## config.mk

```make
export PLATFORM = sky130hd
export DESIGN_NAME = giou_cell
export DESIGN_NICKNAME = d
export VERILOG_FILES = /design/src/design/giou_pkg.sv /design/src/design/giou_cell.sv
export SDC_FILE = /design/constraint.sdc
export NUM_CORES = 2
export LEC_CHECK = 0
export CAP_MARGIN = 20
export CORE_UTILIZATION = 65
export DETAILED_ROUTE_END_ITERATION = 10
export DONT_BUFFER_PORTS = 1
export PLACE_DENSITY = 0.81
export RECOVER_POWER = 100
export SYNTH_ARGS = -nofsm -noshare
export SYNTH_HDL_FRONTEND = slang
export SYNTH_SLANG_ARGS = --single-unit
export TNS_END_PERCENT = 50
```

## constraint.sdc

```tcl
create_clock -name clk -period 16.6 [get_ports clk]
set_input_delay 0.83 -clock clk [delete_from_list [all_inputs] [get_ports clk]]
set_output_delay 0.83 -clock clk [all_outputs]
set_load 0.02 [all_outputs]
```

## src/design/giou_pkg.sv

```systemverilog
// Package for the greedy IoU track assigner: widths, command codes, types.
// No dependencies.
`timescale 1ns / 1ps
package giou_pkg;
  localparam int MaxTracksDef = 8;
  localparam int CoordBitsDef = 12;
  localparam int ThrW = 4;
  localparam logic [ThrW-1:0] ThrReset = 4'd3;

  localparam logic [1:0] CMD_CLEAR = 2'd0;
  localparam logic [1:0] CMD_ADD   = 2'd1;
  localparam logic [1:0] CMD_MATCH = 2'd2;
  localparam logic [1:0] CMD_NOP   = 2'd3;

  typedef struct packed {
    logic        matched;
    logic [7:0]  matched_id;
    logic [2:0]  matched_slot;
    logic        table_full;
  } result_t;
endpackage

```

## src/design/giou_cell.sv

```systemverilog
// One track slot cell: holds a box and id, computes overlap with the
// detection as it passes, and forwards the running best down the chain.
// Depends on giou_pkg.
`timescale 1ns / 1ps
module giou_cell #(
  parameter int CB = 12,
  parameter int SW = 3
) (
  input  logic                 clk,
  input  logic                 rst,
  input  logic                 load,
  input  logic signed [CB-1:0] ld_x,
  input  logic signed [CB-1:0] ld_y,
  input  logic [CB-2:0]        ld_w,
  input  logic [CB-2:0]        ld_h,
  input  logic [7:0]           ld_id,
  // detection box and running best arriving from the left neighbor
  input  logic                 in_vld,
  input  logic signed [CB-1:0] dx,
  input  logic signed [CB-1:0] dy,
  input  logic [CB-2:0]        dw,
  input  logic [CB-2:0]        dh,
  input  logic                 eligible,
  input  logic [3:0]           thr,
  input  logic                 in_found,
  input  logic [2*CB-1:0]      in_bi,
  input  logic [2*CB:0]        in_bu,
  input  logic [SW-1:0]        in_slot,
  input  logic [7:0]           in_id,
  input  logic [SW-1:0]        my_slot,
  output logic                 out_vld,
  output logic signed [CB-1:0] ox,
  output logic signed [CB-1:0] oy,
  output logic [CB-2:0]        ow,
  output logic [CB-2:0]        oh,
  output logic                 out_found,
  output logic [2*CB-1:0]      out_bi,
  output logic [2*CB:0]        out_bu,
  output logic [SW-1:0]        out_slot,
  output logic [7:0]           out_id
);
  import giou_pkg::*;
  localparam int IW = 2*CB;
  localparam int UW = 2*CB+1;

  logic signed [CB-1:0] tx, ty;
  logic [CB-2:0] tw, th;
  logic [7:0] tid;

  // stage A registers: overlap lengths and pass-through
  logic a_vld, a_el, a_found;
  logic signed [CB-1:0] a_x, a_y;
  logic [CB-2:0] a_w, a_h;
  logic [CB-1:0] a_ox, a_oy;
  logic [IW-1:0] a_bi;
  logic [UW-1:0] a_bu;
  logic [SW-1:0] a_slot;
  logic [7:0] a_id;

  logic signed [CB:0] lo_x, hi_x, lo_y, hi_y, ex_d, ex_t, ey_d, ey_t;
  logic [CB-1:0] ovx, ovy;

  // track storage
  always_ff @(posedge clk) begin
    if (load) begin
      tx <= ld_x; ty <= ld_y; tw <= ld_w; th <= ld_h; tid <= ld_id;
    end
  end

  // overlap along each axis
  always_comb begin
    ex_d = (CB+1)'(dx) + (CB+1)'($signed({2'b0, dw}));
    ex_t = (CB+1)'(tx) + (CB+1)'($signed({2'b0, tw}));
    ey_d = (CB+1)'(dy) + (CB+1)'($signed({2'b0, dh}));
    ey_t = (CB+1)'(ty) + (CB+1)'($signed({2'b0, th}));
    lo_x = (dx > tx) ? (CB+1)'(dx) : (CB+1)'(tx);
    lo_y = (dy > ty) ? (CB+1)'(dy) : (CB+1)'(ty);
    hi_x = (ex_d < ex_t) ? ex_d : ex_t;
    hi_y = (ey_d < ey_t) ? ey_d : ey_t;
    ovx = (hi_x > lo_x) ? CB'(hi_x - lo_x) : '0;
    ovy = (hi_y > lo_y) ? CB'(hi_y - lo_y) : '0;
  end

  always_ff @(posedge clk) begin
    a_el <= eligible;
    a_x <= dx; a_y <= dy; a_w <= dw; a_h <= dh;
    a_ox <= ovx; a_oy <= ovy;
    a_found <= in_found; a_bi <= in_bi; a_bu <= in_bu;
    a_slot <= in_slot; a_id <= in_id;
  end

  // stage B: areas, union; stage C: compares
  logic b_vld, b_el, b_found;
  logic signed [CB-1:0] b_x, b_y;
  logic [CB-2:0] b_w, b_h;
  logic [IW-1:0] b_i, b_bi;
  logic [UW-1:0] b_u, b_bu;
  logic [SW-1:0] b_slot;
  logic [7:0] b_id;
  logic [IW-1:0] inter, ad, at;

  always_comb begin
    inter = IW'(a_ox) * IW'(a_oy);
    ad = IW'(a_w) * IW'(a_h);
    at = IW'(tw) * IW'(th);
  end

  always_ff @(posedge clk) begin
    b_el <= a_el;
    b_x <= a_x; b_y <= a_y; b_w <= a_w; b_h <= a_h;
    b_i <= inter;
    b_u <= UW'(ad) + UW'(at) - UW'(inter);
    b_found <= a_found; b_bi <= a_bi; b_bu <= a_bu;
    b_slot <= a_slot; b_id <= a_id;
  end

  logic [IW+3:0] lhs_q;
  logic [UW+3:0] rhs_q;
  logic qual, beats;
  logic [IW+UW-1:0] p1, p2;

  always_comb begin
    lhs_q = (IW+4)'(b_i) * (IW+4)'(4'd10);
    rhs_q = (UW+4)'(b_u) * (UW+4)'(thr);
    qual = b_el && (b_u != '0) && ((UW+4)'(lhs_q) > rhs_q);
  end

  // stage C: threshold result and the two cross products
  logic c_vld, c_qual, c_found;
  logic signed [CB-1:0] c_x, c_y;
  logic [CB-2:0] c_w, c_h;
  logic [IW-1:0] c_i, c_bi;
  logic [UW-1:0] c_u, c_bu;
  logic [SW-1:0] c_slot;
  logic [7:0] c_id;

  always_ff @(posedge clk) begin
    c_qual <= qual;
    c_x <= b_x; c_y <= b_y; c_w <= b_w; c_h <= b_h;
    c_i <= b_i; c_u <= b_u;
    c_found <= b_found; c_bi <= b_bi; c_bu <= b_bu;
    c_slot <= b_slot; c_id <= b_id;
    p1 <= (IW+UW)'(b_i) * (IW+UW)'(b_bu);
    p2 <= (IW+UW)'(b_bi) * (IW+UW)'(b_u);
  end

  always_comb beats = c_qual && (!c_found || (p1 > p2));

  // valid bits of the four stages
  always_ff @(posedge clk) begin
    if (rst) begin
      a_vld <= 1'b0; b_vld <= 1'b0; c_vld <= 1'b0; out_vld <= 1'b0;
    end else begin
      a_vld <= in_vld; b_vld <= a_vld; c_vld <= b_vld; out_vld <= c_vld;
    end
  end

  // hand over to the right neighbor
  always_ff @(posedge clk) begin
    ox <= c_x; oy <= c_y; ow <= c_w; oh <= c_h;
    out_found <= c_found | beats;
    out_bi <= beats ? c_i : c_bi;
    out_bu <= beats ? c_u : c_bu;
    out_slot <= beats ? my_slot : c_slot;
    out_id <= beats ? tid : c_id;
  end
endmodule

```

# [After elaboration in Yosys (flattened, before gate mapping)]
# Index checks and enable logic that the tools add are counted.
[op_classes] add_sub_neg=8 n_mul=7 order_cmp=8 muxes=8 bitwise=1 n_reduce_logical=6
[op_table] op="24-bit by 25-bit multiplier with 49-bit output" n=2
[op_table] op="12-bit by 12-bit adder with 13-bit output" n=4
[op_table] op="13-bit two-way mux" n=4
[op_table] op="49-bit > comparator" n=1
[op_table] op="11-bit by 11-bit multiplier with 22-bit output" n=2
[op_table] op="28-bit by 29-bit > comparator with 1-bit output" n=1
[op_table] op="25-bit by 4-bit multiplier with 29-bit output" n=1
[op_table] op="24-bit by 3-bit multiplier with 27-bit output (second input constant)" n=1
[op_table] op="13-bit > comparator" n=2
[op_table] op="13-bit less-than comparator" n=2
[op_table] op="25-bit two-way mux" n=1
[op_table] op="25-bit nonzero test" n=1
[op_table] op="23-bit by 24-bit subtractor with 25-bit output" n=1
[op_table] op="12-bit > comparator" n=2
[op_table] op="12-bit by 12-bit multiplier with 24-bit output" n=1
[op_table] op="24-bit two-way mux" n=1
[op_table] op="12-bit subtractor" n=2
[op_table] op="22-bit by 22-bit adder with 23-bit output" n=1
[op_table] op="8-bit two-way mux" n=1
[op_table] op="1-bit logical AND" n=3
[op_table] op="3-bit two-way mux" n=1
[op_table] op="1-bit zero test" n=1
[op_table] op="1-bit logical OR" n=1
[op_table] op="1-bit bitwise OR" n=1
[word_totals] register_bits=709 in_bits=173 out_inout_bits=108 elab_cells=94

# [Longest topological paths before layout]
[depth] ltp_word=4 ltp_mapped=39 mapped_depth_nobuf=38

# [Worst setup path before layout]
# Ideal clock, no wire load.
[synth_timing] kind="reg2reg" start="reg a_ox[7]" end="reg b_u[23]" setup_time_ps=95 arrival_time_ps=9562 required_ps=16505 setup_slack_ps=6942 path_stages_with_launch=33 path_buffers=1 period_less_slack_ps=9658 path_cell_list="dfxtp_1 clkbuf_1 nand2_1 fa_1 fa_1 fa_1 inv_1 fa_1 inv_1 fa_1 inv_1 ha_1 nor3_1 nor2_1 and3_1 or2_2 fa_1 inv_1 fa_1 fa_1 fa_1 fa_1 inv_1 fa_1 fa_1 ha_1 and4_1 a22o_1 o41a_1 a221o_1 o41ai_4 nand3_1 o311ai_1"
[synth_via] elab_chain_cells=2
[synth_lines] element="start: declaration" line_no="giou_cell.sv:54" source="logic [CB-1:0] a_ox, a_oy;"
[synth_lines] element="start signal: assignment" line_no="giou_cell.sv:87" source="a_ox <= ovx; a_oy <= ovy;"
[synth_lines] element="12-bit by 12-bit multiplier with 24-bit output" line_no="giou_cell.sv:103" source="inter = IW'(a_ox) * IW'(a_oy);"
[synth_lines] element="23-bit by 24-bit subtractor with 25-bit output" line_no="giou_cell.sv:112" source="b_u <= UW'(ad) + UW'(at) - UW'(inter);"
[synth_lines] element="end signal: assignment" line_no="giou_cell.sv:112"
[synth_lines] element="end: declaration" line_no="giou_cell.sv:97" source="logic [UW-1:0] b_u, b_bu;"
# Every way passes these cells.
# A chain may end at the register's enable or synchronous reset.

# [Worst setup path after layout]
[layout_timing] start="reg b_i[13]" end="reg p1[42]"
[layout_via] elab_chain_cells=1
[layout_lines] element="start: declaration" line_no="giou_cell.sv:96" source="logic [IW-1:0] b_i, b_bi;"
[layout_lines] element="start signal: assignment" line_no="giou_cell.sv:111" source="b_i <= inter;"
[layout_lines] element="24-bit by 25-bit multiplier with 49-bit output" line_no="giou_cell.sv:143" source="p1 <= (IW+UW)'(b_i) * (IW+UW)'(b_bu);"
[layout_lines] element="end signal: assignment" line_no="giou_cell.sv:143"
[layout_lines] element="end: declaration" line_no="giou_cell.sv:120" source="logic [IW+UW-1:0] p1, p2;"
# Every way passes these cells.

==> impl_metrics.toml <==
[logic_synthesis]
synth_xor_xnor_area_share_pct = 2.46
syn-num-nets = 10500
ys_seq_area_share_pct = 18.8
synth_area_mm2 = 0.0783
yosys.area_share.adder_pct = 48.1
synth.lib_cells_used.distinct = 88
ys_seq_elements = 709
synth.avg_cell_area_um2 = 9.60
synth-edff-count = 54
synth_most_common_cell = "inv_1"
synth_mux_area_share_pct = 1.59
synth_top_cell_by_area = "fa_1"
synth_compound_area_share_pct = 5.91
async_reset_ff_share_pct = 0
ys_top_cells_by_area = "fa_1, dfxtp_1, ha_1, inv_1, nand2_1"
synthSimpleGateAreaFrac_pct = 13.4
synthCells = 8149
yosysWarnings = 0
synth.top_cell.area_share_pct = 35.3
yosys_most_used_dff = "dfxtp_1"
synth_top_family_by_area = "adder cells"
ys_top_cells_by_count = "inv_1, fa_1, nand2_1"

[timing]
slew_headroom_pct = -233
rsz0062_at_grt = "false"
tns_ns = 0
max_freq_mhz = 91.9
worst_pin_slew_ns = 4.95
fin_crit_sh_pct = 65.5
drv_slew = 1870
hold_viol = 0
setup_viol = 0
clock_skew_ns = 0.0442
period_needed_ns = 10.88

[hold_path]
worstHoldStart = "in_bu[24]"
whs_endpoint = "a_bu[24]"
worstHoldPathType = "in2reg"
hold_path_depth = 0

[die]
io_pins = 281
chipHeight_um = 349
core_mm2 = 0.119
row_count = 126
dieArea_mm2 = 0.122
initial_core_util_pct = 65.9
die_w_um = 349

[status]
status = "finished with violations"
failed_checks = "capacitance limit, slew limit"

[setup_path]
timing.rr.end = "p1[42]"
crit_start = "b_i[13]"
start_kind = "register"
worstSetupPathType = "reg2reg"
cp-end-kind = "register"
reg2reg_depth = 23
critPathMaxFanout = 28
ff2ff_setup_slack_ns = 5.72
cp.required_ns = 17.18
r2r_start = "b_i[13]"
arrival_ns = 11.46

[layout]
finalNonFillerCells = 9648
regArea_mm2 = 0.0147
area_delta_synth_final_pct = 4.59
multi_input_area_mm2 = 0.0558
num-nets-final = 10300
num-fill-cells = 8854
drive_gt1_share_pct = 2.79

[placed_design]
place_congestion = 0.967
place_inst = 9496
hpwl_mm = 160
io_buffers = 0

[routing]
drtPass1Iterations = 7
first_iter_violations = 4508
drtAntennaViolNets = 0
wirelength_mm = 212
vias = 56500
wl_per_cell_um = 22.0
route.detailed.drc = 0
vias_per_cell = 5.86

[clock_tree]
clkSinkCount = 709
cts_buffers = 75
clock-root-buffer = "clkbuf_16"
h-tree-depth = 3
clockBufferDepth = 3
post_cts_buffers = 0
clk_pin_slew_ns = 0.07
clk_latency_ns = 0.72
hold_buffers = 0
cts_tree = "yes"
cts_resized = 0

[global_routing]
overflow = 0
grt_usage_pct = 35.9
grt_pass1_vias = 61300
grt_max_degree = 55
antenna_found_initial = 19
grt_pass1_wl_mm = 335

[flow_run]
drv_cap = 67
kinds of logic (layout without fill, tap and decap cells):
logic type,count (synthesis),count (layout)
buffers and inverters,2001,1892
and+or+nand+nor,2231,2231
adders and majority gates,2179,2179
DFF,709,709
xor gates and xnor gates,220,220
AOI/OAI and AO/OA,693,693
other,0,8
muxes,116,116
area by class of cell:
cell class	instances	area share, %
Multi-Input combinational cell	5439	68.2
Sequential cell	709	18.0
Inverter	1650	7.57
Clock buffer	106	2.62
Tap cell	1600	2.45
Timing Repair Buffer	102	0.592
Clock inverter	34	0.533
Antenna cell	8	0.0245
per-stage QoR:
| step | utilization (%) | cell area, µm² | hold WS (ns) | setup slack [ns] |
|---|---|---|---|---|
| after floorplan | - | 78300 | 0.310 | 6.94 |
| after global placement | 67.0 | 79600 | 0.310 | 6.47 |
| after detailed placement | 67.1 | 79700 | 0.312 | 6.40 |
| after CTS | 69.3 | 82200 | 0.0937 | 6.34 |
| after global routing | 68.9 | 81800 | 0.105 | 5.33 |
| final | 69.0 | 81900 | 0.133 | 5.72 |
worst max-delay path by stage:
stage,to,cells past startpoint
2_1_floorplan,b_u[23],32
3_3_place_gp,b_u[24],35
3_5_place_dp,b_u[23],31
4_1_cts,b_u[23],31
5_1_grt,b_u[23],36
6_report,p1[42],23
critical path, stage by stage (launching register included):
cell       delay, ns
dfxtp_1         0.31
clkbuf_1        1.78
nand2_1         0.32
fa_1            0.66
inv_1           0.05
fa_1            0.47
inv_1           0.05
fa_1            0.50
inv_1           0.06
fa_1            0.55
inv_1           0.05
fa_1            0.41
fa_1            0.52
inv_1           0.05
fa_1            0.46
ha_1            0.39
o21a_1          0.20
o21ai_0         0.39
o31ai_1         0.17
a2111oi_0       2.11
o31ai_4         0.27
a31oi_1         0.55
mux2i_1         0.24
o2111ai_1       0.15
state kept, by name (all words and copies together) (netlist names), 24 cells and up:
signal / count
c_u: 25
c_bi: 24
out_bu: 25
c_bu: 25
p1: 49
p2: 49
b_i: 24
c_i: 24
out_bi: 24
b_bi: 24
b_bu: 25
a_bi: 24
a_bu: 25
b_u: 25
per-layer routing:
layer	GRT usage, %	share of wire [%]	vias up
met3	9.52	11	840
met5	0	0.013	-
met2	58.0	46	3130
li1	-	-	24400
met1	44.8	37	28100
met4	17.3	5.7	4
placed cells by master, fill, tap and decap left out, types with 8 or more instances in the layout:
| cell type | netlist | final |
|---|---|---|
| a211oi_1 | 19 | 19 |
| a21boi_0 | 6 | 8 |
| a21o_1 | 131 | 131 |
| a21oi_1 | 206 | 207 |
| a31oi_1 | 26 | 27 |
| and2_0 | 0 | 18 |
| and2_1 | 628 | 610 |
| and3_1 | 23 | 23 |
| buf_4 | 0 | 24 |
| clkbuf_1 | 331 | 94 |
| clkbuf_16 | 0 | 76 |
| clkbuf_8 | 0 | 13 |
| clkinv_2 | 0 | 10 |
| clkinvlp_4 | 0 | 8 |
| dfxtp_1 | 655 | 651 |
| diode_2 | 0 | 8 |
| edfxtp_1 | 54 | 54 |
| fa_1 | 1380 | 1380 |
| ha_1 | 799 | 799 |
| inv_1 | 1650 | 1650 |
| mux2_1 | 7 | 21 |
| mux2_2 | 60 | 46 |
| mux2i_1 | 49 | 49 |
| nand2_1 | 1188 | 1188 |
| nand2b_1 | 21 | 21 |
| nand3_1 | 50 | 50 |
| nand4_1 | 37 | 37 |
| nor2_1 | 163 | 163 |
| nor2b_1 | 30 | 30 |
| nor3_1 | 35 | 35 |
| nor4_1 | 13 | 13 |
| o211ai_1 | 11 | 12 |
| o21a_1 | 36 | 36 |
| o21ai_0 | 110 | 114 |
| o21bai_1 | 35 | 35 |
| o31ai_1 | 10 | 11 |
| or3_1 | 13 | 13 |
| xnor2_1 | 156 | 156 |
| xor2_1 | 64 | 64 |
Power is left out: the tool's default activity adds up to more than one toggle a clock period on the data nets, which glitch-free logic cannot reach.
